**src/rtl/wsat_pkg.sv**
```systemverilog
// Shared types, constants and helpers of the station association table.
package wsat_pkg;

  localparam int MAX_STATIONS = 16;
  localparam int MAX_RESULTS  = 17;
  localparam int MAX_DELETES  = MAX_RESULTS - 1;
  localparam int IDX_W        = (MAX_STATIONS > 1) ? $clog2(MAX_STATIONS) : 1;
  localparam int CNT_W        = $clog2(MAX_DELETES + 1);
  localparam int QDEPTH       = 2;
  localparam int QPTR_W       = $clog2(QDEPTH);
  localparam int QCNT_W       = $clog2(QDEPTH + 1);

  localparam int CMD_W    = 3;
  localparam int MAC_W    = 48;
  localparam int STATUS_W = 3;
  localparam int SLOT_W   = 4;
  localparam int STATE_W  = 2;
  localparam int TIMER_W  = 16;
  localparam int RADIO_W  = 5;
  localparam int CFG_IDX_W = 1;

  // command codes on the input
  localparam logic [CMD_W-1:0] CMD_AUTH     = 3'd0;
  localparam logic [CMD_W-1:0] CMD_ASSOC    = 3'd1;
  localparam logic [CMD_W-1:0] CMD_DISASSOC = 3'd2;
  localparam logic [CMD_W-1:0] CMD_DEAUTH   = 3'd3;
  localparam logic [CMD_W-1:0] CMD_RADIO    = 3'd4;
  localparam logic [CMD_W-1:0] CMD_TICK     = 3'd5;

  // result status codes
  localparam logic [STATUS_W-1:0] STS_OK        = 3'd0;
  localparam logic [STATUS_W-1:0] STS_FULL      = 3'd1;
  localparam logic [STATUS_W-1:0] STS_NOT_FOUND = 3'd2;
  localparam logic [STATUS_W-1:0] STS_BAD_STATE = 3'd3;
  localparam logic [STATUS_W-1:0] STS_TICK_DONE = 3'd4;

  // station states
  localparam logic [STATE_W-1:0] ST_OFF   = 2'd0;
  localparam logic [STATE_W-1:0] ST_AUTH  = 2'd1;
  localparam logic [STATE_W-1:0] ST_ASSOC = 2'd2;

  // configuration register indexes
  localparam logic [CFG_IDX_W-1:0] CFG_TIMEOUT = 1'b0;
  localparam logic [CFG_IDX_W-1:0] CFG_RADIO   = 1'b1;

  localparam logic [TIMER_W-1:0] TIMEOUT_RST = 16'd10;
  localparam logic [RADIO_W-1:0] RADIO_RST   = 5'd0;

  typedef enum logic [2:0] {
    OP_AUTH,
    OP_ASSOC,
    OP_DISASSOC,
    OP_DEAUTH,
    OP_RADIO,
    OP_TICK,
    OP_BAD
  } op_e;

  typedef struct packed {
    op_e              op;
    logic [MAC_W-1:0] mac;
  } req_t;

  typedef struct packed {
    logic [TIMER_W-1:0] timeout;
    logic [RADIO_W-1:0] radio;
  } cfg_t;

  typedef struct packed {
    logic               valid;
    logic [STATE_W-1:0] state;
    logic               on_radio;
    logic [TIMER_W-1:0] timer;
    logic               running;
  } entry_t;

  typedef struct packed {
    logic [STATUS_W-1:0] status;
    logic [SLOT_W-1:0]   slot;
    logic [STATE_W-1:0]  new_state;
    logic                delete_event;
    logic [MAC_W-1:0]    event_mac;
    logic [RADIO_W-1:0]  event_radio;
    logic                last;
  } res_t;

  // table index as seen in the 4-bit slot field
  function automatic logic [SLOT_W-1:0] slot_field(input logic [IDX_W-1:0] idx);
    logic [63:0] w;
    w = 64'(idx);
    return w[SLOT_W-1:0];
  endfunction

endpackage

```
**src/rtl/wsat_front.sv**
```systemverilog
// Front end: takes requests and classifies the command into an operation.
module wsat_front (
  input  logic                      in_valid_i,
  input  logic [wsat_pkg::CMD_W-1:0] command_i,
  input  logic [wsat_pkg::MAC_W-1:0] station_mac_i,
  input  logic                      q_full_i,
  output logic                      in_stall_o,
  output logic                      push_o,
  output wsat_pkg::req_t            req_o
);

  wsat_pkg::op_e op;

  always_comb begin
    unique case (command_i)
      wsat_pkg::CMD_AUTH:     op = wsat_pkg::OP_AUTH;
      wsat_pkg::CMD_ASSOC:    op = wsat_pkg::OP_ASSOC;
      wsat_pkg::CMD_DISASSOC: op = wsat_pkg::OP_DISASSOC;
      wsat_pkg::CMD_DEAUTH:   op = wsat_pkg::OP_DEAUTH;
      wsat_pkg::CMD_RADIO:    op = wsat_pkg::OP_RADIO;
      wsat_pkg::CMD_TICK:     op = wsat_pkg::OP_TICK;
      default:                op = wsat_pkg::OP_BAD;
    endcase
  end

  assign in_stall_o = q_full_i;
  assign push_o     = in_valid_i && !q_full_i;
  assign req_o.op   = op;
  assign req_o.mac  = station_mac_i;

endmodule

```
**src/rtl/wsat_queue.sv**
```systemverilog
// Short request queue between the front end and the table engine.
module wsat_queue (
  input  logic           clk_i,
  input  logic           rst_ni,
  input  logic           push_i,
  input  wsat_pkg::req_t req_i,
  input  logic           pop_i,
  output logic           full_o,
  output logic           valid_o,
  output wsat_pkg::req_t req_o
);

  wsat_pkg::req_t mem_q [wsat_pkg::QDEPTH];
  logic [wsat_pkg::QPTR_W-1:0] wptr_q, wptr_d, rptr_q, rptr_d;
  logic [wsat_pkg::QCNT_W-1:0] cnt_q, cnt_d;

  assign full_o  = (cnt_q == wsat_pkg::QCNT_W'(wsat_pkg::QDEPTH));
  assign valid_o = (cnt_q != '0);
  assign req_o   = mem_q[rptr_q];

  always_comb begin
    wptr_d = push_i ? wptr_q + 1'b1 : wptr_q;
    rptr_d = pop_i ? rptr_q + 1'b1 : rptr_q;
    cnt_d  = cnt_q;
    if (push_i && !pop_i) begin
      cnt_d = cnt_q + 1'b1;
    end else if (pop_i && !push_i) begin
      cnt_d = cnt_q - 1'b1;
    end
  end

  always_ff @(posedge clk_i or negedge rst_ni) begin
    if (!rst_ni) begin
      wptr_q <= '0;
      rptr_q <= '0;
      cnt_q  <= '0;
    end else begin
      wptr_q <= wptr_d;
      rptr_q <= rptr_d;
      cnt_q  <= cnt_d;
    end
  end

  always_ff @(posedge clk_i) begin
    if (push_i) begin
      mem_q[wptr_q] <= req_i;
    end
  end

endmodule

```
**src/rtl/wsat_engine.sv**
```systemverilog
// Table engine: station table, sequential lookup and tick sweep, result register.
module wsat_engine (
  input  logic           clk_i,
  input  logic           rst_ni,
  input  wsat_pkg::cfg_t cfg_i,
  input  logic           q_valid_i,
  input  wsat_pkg::req_t q_req_i,
  output logic           pop_o,
  input  logic           out_stall_i,
  output logic           out_valid_o,
  output wsat_pkg::res_t res_o
);

  localparam logic [2:0] S_IDLE  = 3'd0;
  localparam logic [2:0] S_SCAN  = 3'd1;
  localparam logic [2:0] S_APPLY = 3'd2;
  localparam logic [2:0] S_TICK  = 3'd3;
  localparam logic [2:0] S_TDONE = 3'd4;

  localparam logic [wsat_pkg::IDX_W-1:0] LAST_IDX =
    wsat_pkg::IDX_W'(wsat_pkg::MAX_STATIONS - 1);
  localparam logic [wsat_pkg::CNT_W-1:0] DEL_MAX =
    wsat_pkg::CNT_W'(wsat_pkg::MAX_DELETES);

  wsat_pkg::entry_t             entry_q [wsat_pkg::MAX_STATIONS];
  logic [wsat_pkg::MAC_W-1:0]   mac_mem [wsat_pkg::MAX_STATIONS];

  logic [2:0]                   fsm_q, fsm_d;
  wsat_pkg::op_e                op_q, op_d;
  logic [wsat_pkg::MAC_W-1:0]   mac_q, mac_d;
  logic [wsat_pkg::IDX_W-1:0]   idx_q, idx_d, free_idx_q, free_idx_d;
  logic                         hit_q, hit_d, free_q, free_d;
  logic [wsat_pkg::CNT_W-1:0]   del_q, del_d;
  logic                         out_valid_q, out_valid_d;
  wsat_pkg::res_t               res_q, res_d;

  wsat_pkg::entry_t             cur, ent_d;
  logic [wsat_pkg::MAC_W-1:0]   mac_rd;
  logic                         ent_we, mac_we, res_we, advance;
  logic                         emit_ok, last_idx, match, is_free;
  logic [wsat_pkg::STATE_W-1:0] dis_state;

  assign cur      = entry_q[idx_q];
  assign mac_rd   = mac_mem[idx_q];
  assign emit_ok  = !out_valid_q || !out_stall_i;
  assign last_idx = (idx_q == LAST_IDX);
  assign match    = cur.valid && (mac_rd == mac_q);
  assign is_free  = !cur.valid || (cur.state == wsat_pkg::ST_OFF);
  assign dis_state = (cur.state == wsat_pkg::ST_ASSOC) ? wsat_pkg::ST_AUTH : cur.state;

  always_comb begin
    fsm_d      = fsm_q;
    op_d       = op_q;
    mac_d      = mac_q;
    idx_d      = idx_q;
    free_idx_d = free_idx_q;
    hit_d      = hit_q;
    free_d     = free_q;
    del_d      = del_q;
    pop_o      = 1'b0;
    ent_we     = 1'b0;
    ent_d      = cur;
    mac_we     = 1'b0;
    res_we     = 1'b0;
    res_d      = '0;
    advance    = 1'b0;

    unique case (fsm_q)
      S_IDLE: begin
        if (q_valid_i) begin
          pop_o  = 1'b1;
          op_d   = q_req_i.op;
          mac_d  = q_req_i.mac;
          idx_d  = '0;
          hit_d  = 1'b0;
          free_d = 1'b0;
          del_d  = '0;
          if (q_req_i.op == wsat_pkg::OP_TICK) begin
            fsm_d = S_TICK;
          end else if (q_req_i.op == wsat_pkg::OP_BAD) begin
            fsm_d = S_APPLY;
          end else begin
            fsm_d = S_SCAN;
          end
        end
      end

      // one entry per cycle; lowest match stops, lowest free slot is noted
      S_SCAN: begin
        if (match) begin
          hit_d = 1'b1;
          fsm_d = S_APPLY;
        end else begin
          if (is_free && !free_q) begin
            free_d     = 1'b1;
            free_idx_d = idx_q;
          end
          if (last_idx) begin
            fsm_d = S_APPLY;
            idx_d = free_q ? free_idx_q : idx_q;
          end else begin
            idx_d = idx_q + 1'b1;
          end
        end
      end

      // idx_q points at the hit entry, or at the free slot on a miss
      S_APPLY: begin
        if (emit_ok) begin
          res_we          = 1'b1;
          fsm_d           = S_IDLE;
          res_d.last      = 1'b1;
          res_d.event_mac = mac_q;
          res_d.status    = wsat_pkg::STS_OK;
          res_d.slot      = wsat_pkg::slot_field(idx_q);
          if (op_q == wsat_pkg::OP_BAD) begin
            res_d.status = wsat_pkg::STS_BAD_STATE;
            res_d.slot   = '0;
          end else if (op_q == wsat_pkg::OP_AUTH) begin
            if (hit_q || free_q) begin
              ent_we = 1'b1;
              if (!hit_q) begin
                ent_d.valid    = 1'b1;
                ent_d.on_radio = 1'b0;
                mac_we         = 1'b1;
              end
              ent_d.state     = wsat_pkg::ST_AUTH;
              ent_d.timer     = cfg_i.timeout;
              ent_d.running   = 1'b1;
              res_d.new_state = wsat_pkg::ST_AUTH;
            end else begin
              res_d.status = wsat_pkg::STS_FULL;
              res_d.slot   = '0;
            end
          end else if (!hit_q) begin
            res_d.status = wsat_pkg::STS_NOT_FOUND;
            res_d.slot   = '0;
          end else begin
            unique case (op_q)
              wsat_pkg::OP_ASSOC: begin
                if (cur.state == wsat_pkg::ST_AUTH || cur.state == wsat_pkg::ST_ASSOC) begin
                  ent_we          = 1'b1;
                  ent_d.state     = wsat_pkg::ST_ASSOC;
                  res_d.new_state = wsat_pkg::ST_ASSOC;
                end else begin
                  res_d.status    = wsat_pkg::STS_BAD_STATE;
                  res_d.new_state = cur.state;
                end
              end
              wsat_pkg::OP_DISASSOC: begin
                ent_we          = 1'b1;
                ent_d.state     = dis_state;
                ent_d.timer     = cfg_i.timeout;
                ent_d.running   = 1'b1;
                res_d.new_state = dis_state;
              end
              wsat_pkg::OP_DEAUTH: begin
                if (cur.on_radio) begin
                  ent_we             = 1'b1;
                  ent_d              = '0;
                  res_d.new_state    = wsat_pkg::ST_OFF;
                  res_d.delete_event = 1'b1;
                  res_d.event_radio  = cfg_i.radio;
                end else begin
                  res_d.new_state = cur.state;
                end
              end
              wsat_pkg::OP_RADIO: begin
                ent_we          = 1'b1;
                ent_d.on_radio  = 1'b1;
                res_d.new_state = cur.state;
              end
              default: begin
                res_d.new_state = cur.state;
              end
            endcase
          end
        end
      end

      // timer sweep; only a removal waits for the result register
      S_TICK: begin
        if (cur.valid && cur.running) begin
          if (cur.timer > wsat_pkg::TIMER_W'(1)) begin
            ent_we      = 1'b1;
            ent_d.timer = cur.timer - 1'b1;
            advance     = 1'b1;
          end else if (cur.state != wsat_pkg::ST_ASSOC && cur.on_radio) begin
            if (del_q == DEL_MAX) begin
              // removal stays pending for a later tick
              ent_we      = 1'b1;
              ent_d.timer = '0;
              advance     = 1'b1;
            end else if (emit_ok) begin
              ent_we             = 1'b1;
              ent_d              = '0;
              res_we             = 1'b1;
              res_d.status       = wsat_pkg::STS_OK;
              res_d.slot         = wsat_pkg::slot_field(idx_q);
              res_d.new_state    = wsat_pkg::ST_OFF;
              res_d.delete_event = 1'b1;
              res_d.event_mac    = mac_rd;
              res_d.event_radio  = cfg_i.radio;
              del_d              = del_q + 1'b1;
              advance            = 1'b1;
            end
          end else begin
            ent_we        = 1'b1;
            ent_d.timer   = '0;
            ent_d.running = 1'b0;
            advance       = 1'b1;
          end
        end else begin
          advance = 1'b1;
        end
        if (advance) begin
          if (last_idx) begin
            fsm_d = S_TDONE;
          end else begin
            idx_d = idx_q + 1'b1;
          end
        end
      end

      S_TDONE: begin
        if (emit_ok) begin
          res_we       = 1'b1;
          res_d.status = wsat_pkg::STS_TICK_DONE;
          res_d.last   = 1'b1;
          fsm_d        = S_IDLE;
        end
      end

      default: begin
        fsm_d = S_IDLE;
      end
    endcase
  end

  always_comb begin
    if (res_we) begin
      out_valid_d = 1'b1;
    end else if (!out_stall_i) begin
      out_valid_d = 1'b0;
    end else begin
      out_valid_d = out_valid_q;
    end
  end

  always_ff @(posedge clk_i or negedge rst_ni) begin
    if (!rst_ni) begin
      fsm_q       <= S_IDLE;
      out_valid_q <= 1'b0;
      hit_q       <= 1'b0;
      free_q      <= 1'b0;
      del_q       <= '0;
      idx_q       <= '0;
      for (int i = 0; i < wsat_pkg::MAX_STATIONS; i++) begin
        entry_q[i] <= '0;
      end
    end else begin
      fsm_q       <= fsm_d;
      out_valid_q <= out_valid_d;
      hit_q       <= hit_d;
      free_q      <= free_d;
      del_q       <= del_d;
      idx_q       <= idx_d;
      if (ent_we) begin
        entry_q[idx_q] <= ent_d;
      end
    end
  end

  always_ff @(posedge clk_i) begin
    op_q       <= op_d;
    mac_q      <= mac_d;
    free_idx_q <= free_idx_d;
    if (res_we) begin
      res_q <= res_d;
    end
    if (mac_we) begin
      mac_mem[idx_q] <= mac_q;
    end
  end

  assign out_valid_o = out_valid_q;
  assign res_o       = res_q;

endmodule

```
**src/rtl/wifi_station_association_table.sv**
```systemverilog
// An event request is looked up in the table after acceptance; the lookup walks the
// table one entry per cycle and stops at a match. An undefined command skips the lookup.
// A tick sweeps all 16 entries, one per cycle while no removal waits on the output,
// then adds the tick-done result. The engine holds one request at a time, and
// a two-entry queue takes new requests while the engine works. Removals stall on output.
// Reset (rst_ni, async low) clears the table flags, queue and output; config returns to defaults.
module wifi_station_association_table (
  input  logic                           clk_i,
  input  logic                           rst_ni,
  // request channel
  input  logic                           in_valid_i,
  output logic                           in_stall_o,
  input  logic [wsat_pkg::CMD_W-1:0]     command_i,
  input  logic [wsat_pkg::MAC_W-1:0]     station_mac_i,
  // result channel
  output logic                           out_valid_o,
  input  logic                           out_stall_i,
  output logic [wsat_pkg::STATUS_W-1:0]  status_o,
  output logic [wsat_pkg::SLOT_W-1:0]    slot_o,
  output logic [wsat_pkg::STATE_W-1:0]   new_state_o,
  output logic                           delete_event_o,
  output logic [wsat_pkg::MAC_W-1:0]     event_mac_o,
  output logic [wsat_pkg::RADIO_W-1:0]   event_radio_o,
  output logic                           last_o,
  // configuration write channel
  input  logic                           cfg_valid_i,
  output logic                           cfg_ready_o,
  input  logic [wsat_pkg::CFG_IDX_W-1:0] cfg_index_i,
  input  logic [wsat_pkg::TIMER_W-1:0]   cfg_data_i
);

  wsat_pkg::cfg_t cfg_q;
  wsat_pkg::req_t push_req, q_req;
  wsat_pkg::res_t res;
  logic           push, pop, q_full, q_valid;

  // config regs always take a write; to be written only while idle (the block does not enforce this)
  assign cfg_ready_o = 1'b1;

  always_ff @(posedge clk_i or negedge rst_ni) begin
    if (!rst_ni) begin
      cfg_q.timeout <= wsat_pkg::TIMEOUT_RST;
      cfg_q.radio   <= wsat_pkg::RADIO_RST;
    end else if (cfg_valid_i) begin
      unique case (cfg_index_i)
        wsat_pkg::CFG_TIMEOUT: cfg_q.timeout <= cfg_data_i;
        wsat_pkg::CFG_RADIO:   cfg_q.radio   <= cfg_data_i[wsat_pkg::RADIO_W-1:0];
        default:               cfg_q         <= cfg_q;
      endcase
    end
  end

  // front end: decode command, push into queue
  wsat_front u_front (
    .in_valid_i    (in_valid_i),
    .command_i     (command_i),
    .station_mac_i (station_mac_i),
    .q_full_i      (q_full),
    .in_stall_o    (in_stall_o),
    .push_o        (push),
    .req_o         (push_req)
  );

  wsat_queue u_queue (
    .clk_i   (clk_i),
    .rst_ni  (rst_ni),
    .push_i  (push),
    .req_i   (push_req),
    .pop_i   (pop),
    .full_o  (q_full),
    .valid_o (q_valid),
    .req_o   (q_req)
  );

  // back end: table lookup/update, tick sweep, result register
  wsat_engine u_engine (
    .clk_i       (clk_i),
    .rst_ni      (rst_ni),
    .cfg_i       (cfg_q),
    .q_valid_i   (q_valid),
    .q_req_i     (q_req),
    .pop_o       (pop),
    .out_stall_i (out_stall_i),
    .out_valid_o (out_valid_o),
    .res_o       (res)
  );

  assign status_o       = res.status;
  assign slot_o         = res.slot;
  assign new_state_o    = res.new_state;
  assign delete_event_o = res.delete_event;
  assign event_mac_o    = res.event_mac;
  assign event_radio_o  = res.event_radio;
  assign last_o         = res.last;

endmodule

```
**config.mk**
```make
export PLATFORM = sky130hd
export DESIGN_NAME = wifi_station_association_table
export DESIGN_NICKNAME = d
export VERILOG_FILES = /design/src/rtl/wsat_pkg.sv /design/src/rtl/wsat_front.sv /design/src/rtl/wsat_queue.sv /design/src/rtl/wsat_engine.sv /design/src/rtl/wifi_station_association_table.sv
export SDC_FILE = /design/constraint.sdc
export NUM_CORES = 1
export LEC_CHECK = 0
export BUFFER_PORTS_ARGS = -buffer_cell sky130_fd_sc_hd__buf_2
export CORE_AREA = 10 10 489 491
export DETAILED_ROUTE_END_ITERATION = 10
export DIE_AREA = 0 0 499 501
export GPL_TIMING_DRIVEN = 0
export HOLD_SLACK_MARGIN = 0.12
export PLACE_DENSITY = 0.5
export SLEW_MARGIN = 15
export SYNTH_ARGS = -nofsm -noshare
export SYNTH_HDL_FRONTEND = slang
export SYNTH_SLANG_ARGS = --single-unit
```
**constraint.sdc**
```tcl
create_clock -name clk_i -period 13.6 [get_ports clk_i]
set_input_delay 0 -clock clk_i [delete_from_list [all_inputs] [get_ports clk_i]]
set_output_delay 0 -clock clk_i [all_outputs]
set_load 0.01 [all_outputs]
```
==> results.py <==
metrics = {
    "pwr": {
        "vdd_drop_max_mv": 0.112,
        "power_switching_mw": 4.61,
        "p_total_mw": 13.0,
        "p_sw_share_pct": 35.4,
        "power.share.sequential_pct": 39.3,
        "internal_power_mw": 8.42,
        "leakage_nw": 24.7,
        "power_density_mw_per_mm2": 188,
        "clkPwrFrac_pct": 29.7,
        "power_frac_comb_pct": 31.0,
    },
    "critical_path": {
        "cp-start-kind": "flop",
        "r2r_cells": 18,
        "cp_max_fo": 10,
        "arrival_ps": 9430,
        "critPathKind": "reg -> reg",
        "endpoint_kind": "flop",
        "critPathRequiredTime_ps": 14220,
    },
    "logic_synthesis": {
        "ys.warnings.count": 0,
        "synth_edf_count": 989,
        "yosysMostFrequentCell": "edfxtp_1",
        "ys_seq_area_share_pct": 68.6,
        "synth_top_area_share_pct": 52.1,
        "ys_ff_latch": 1365,
        "synth_area_mm2": 0.0570,
        "synth_top_area_cell": "edfxtp_1",
        "avgSynthCellArea_um2": 15.9,
        "ys.flop_type": "edfxtp_1",
        "syn_inst": 3575,
        "async_flop_share_pct": 27.5,
        "synth.area.top_cells": "edfxtp_1 52%, dfrtp_1 16%, mux4_2 7.0%",
        "synth_cell_types": 96,
        "synth_top_cells_by_count": "989 x edfxtp_1, 374 x dfrtp_1, 372 x nand2_1",
        "synth_nets": 3660,
    },
    "global_routing": {
        "antenna_found_initial": 10,
        "grt_overflow": 0,
        "grtUsageTotal_pct": 15.1,
        "grt_pass1_wl_um": 273000,
        "grt_max_degree": 99,
        "grt_pass1_vias": 34977,
    },
    "sta": {
        "rsz0062_at_grt": "no",
        "worstMarginPinSlew_ps": 1300,
        "skew_ps": 64.7,
        "fin_ws_ps": 4790,
        "fmax_ghz": 0.113,
        "hold_viol_final": 0,
        "hold_ws_ps": 204,
        "min_period_ps": 8810,
        "setup_viol": 0,
        "timing.final.crit_share_pct": 64.8,
        "relSlewSlack_pct": 13.5,
        "maxSlewViolCount": 0,
    },
    "die": {
        "rows": 176,
        "die_area_mm2": 0.250,
        "core-area_mm2": 0.229,
        "die_w_um": 499,
        "io_pins": 140,
        "start_util_pct": 24.9,
        "fp.dieH_um": 501,
    },
    "cts": {
        "cts_tree": "done",
        "cts_resized": 0,
        "cts_sinks": 1365,
        "clockBufferDepth": 3,
        "clk_pin_slew_worst_paths_ps": 60,
        "cts_buffers": 144,
        "worstSkewPairLatency_ps": 800,
        "postCtsSetupRepairBufs": 0,
        "htreeDepth": 4,
        "root_buffer": "clkbuf_16",
    },
    "placed_design": {
        "portBuffers": 138,
        "place.gp.congestion": 0.848,
        "dp_slack_ps": 5050,
        "dp_hpwl_um": 136000,
    },
    "run": {
        "drv_cap": 0,
    },
    "final_layout": {
        "nFillCells": 22711,
        "area_growth_pct": 21.3,
        "final_nets": 4157,
        "drive_gt1_share_pct": 22.5,
    },
    "drt": {
        "drc_errors": 0,
        "drt_pass1_iterations": 6,
        "drt-initial-drc-count": 3582,
        "vias": 35112,
        "vias_per_cell": 4.87,
        "totalWireLength_um": 195000,
        "ant_nets": 0,
        "wl_per_cell_um": 27.0,
    },
    "run_status": {
        "status": "finished, final reports clean",
    },
    "worst_hold_path": {
        "hold_path_depth": 3,
        "hold_class": "in -> reg",
    },
}
cells in the final DEF (no fill, tap or decap), types with 12 or more instances in the layout:
master         instances
nor2_4                17
nor3_1                25
clkinv_2              16
xor2_1                24
nor2_1               110
o211ai_1              22
or3_1                 12
clkinv_1              28
mux4_2               178
nand2_1              372
o21ai_1               45
mux4_1                42
xnor2_1               21
ha_1                  12
o21ai_0              262
mux2_2               150
o22ai_1               18
clkbuf_16            146
dfrtp_1              374
buf_2                209
buf_4                 33
a22oi_1               67
nand4_1               14
nor2b_1               17
buf_1                 12
a21oi_1               81
buf_6                 26
a31oi_1               18
dlygate4sd3_1        141
nand3_1               31
edfxtp_1             989
a211oi_1              13
a22o_1                35
mux2i_1              154
and3_1                13
clkbuf_1             128
inv_1                 31
buf_16                28
buf_12                37
worst max-delay path: stages (launching register included):
cell      delay [ps]
dfrtp_1          580
buf_2            350
buf_2            460
buf_2            420
buf_2            490
buf_2            460
buf_6            270
buf_2            400
clkbuf_2         610
mux4_2           440
mux4_2           600
ha_1             290
nor4_1          1040
o32ai_1          370
buf_2            300
o211ai_1         200
buf_2            410
clkbuf_1         690
o21ai_0          170
metal layers:
layer | routed length (µm) | vias up | part of all wire, % | track usage [%]
li1 | - | 14889 | - | -
met1 | 84800 | 18569 | 44 | 20.5
met2 | 91900 | 1379 | 47 | 24.5
met3 | 12300 | 275 | 6.3 | 2.66
met4 | 5680 | 0 | 2.9 | 4.47
met5 | 0 | - | 0 | 0
sequential cells by signal, indices dropped and copies added (netlist names):
register	flops
u_engine.free_q	1
u_engine.free_idx_q	4
u_engine.hit_q	1
u_engine.idx_q	4
u_engine.fsm_q	3
u_queue.wptr_q	1
u_queue.mem_q	102
u_engine.res_o	64
cfg_q	21
u_queue.cnt_q	2
u_engine.op_q	3
u_engine.mac_mem	768
u_queue.rptr_q	1
u_engine.mac_q	48
u_engine.out_valid_o	1
u_engine.del_q	5
u_engine.entry_q	336
kinds of logic after synthesis:
family / count (synthesis) / share of synthesized area [%]
compound gates: 669 / 7.47
simple gates: 679 / 5.31
buf+inv: 274 / 2.75
xor+xnor: 45 / 0.691
flops: 1365 / 68.6
mux: 530 / 14.9
fa+ha+maj: 12 / 0.263
other cells: 1 / 0.00658
cell type report:
type | count | area, µm² | area share, %
tap | 3026 | 3790 | 5.48
multi-input combinational | 1936 | 16500 | 23.8
clock inverter | 74 | 733 | 1.06
clock buffer | 187 | 3870 | 5.59
antenna | 3 | 7.51 | 0.0109
buffer | 241 | 1460 | 2.11
inverter | 33 | 126 | 0.183
sequential | 1365 | 39100 | 56.6
timing repair buffer | 351 | 3570 | 5.17
through the flow:
stage	utilization (%)	cell area, µm²	instances	setup TNS [ps]
after floorplan	-	57000	3575	0
after global placement	26.8	61500	6739	-137290
after global routing	30.2	69100	7213	0
final	30.2	69100	7216	0
after CTS	30.1	69100	7212	0
after detailed placement	27.5	63100	6809	0
power by group through the flow:
stage,combinational (mW),clock (mW),sequential [mW]
6_report,4.04,3.86,5.12
5_1_grt,4.24,4.10,5.15
4_1_cts,4.05,3.94,5.12
3_5_place_dp,4.00,0,5.20
3_3_place_gp,3.94,0,5.21
2_1_floorplan,2.36,0,5.10
what timing repair did:
item | in CTS | in global routing
endpoints found under the hold margin | 502 | 0
hold buffers | 142 | 0
setup endpoints to repair | 0 | 0
final timing paths:
path | startpoint | end | slack (ps)
max | u_engine.idx_q[1] | u_engine.entry_q[223] | 4790
min | command_i[1] | u_queue.mem_q[0][48] | 200
max reg2reg | u_engine.idx_q[1] | u_engine.entry_q[223] | 4790
min reg2reg | u_engine.entry_q[221] | u_engine.entry_q[221] | 470
max in group asynchronous | rst_ni | u_engine.entry_q[25] | 11980
min in group asynchronous | rst_ni | u_engine.entry_q[326] | 350
Note: power is estimated with default switching activity, not from simulation.
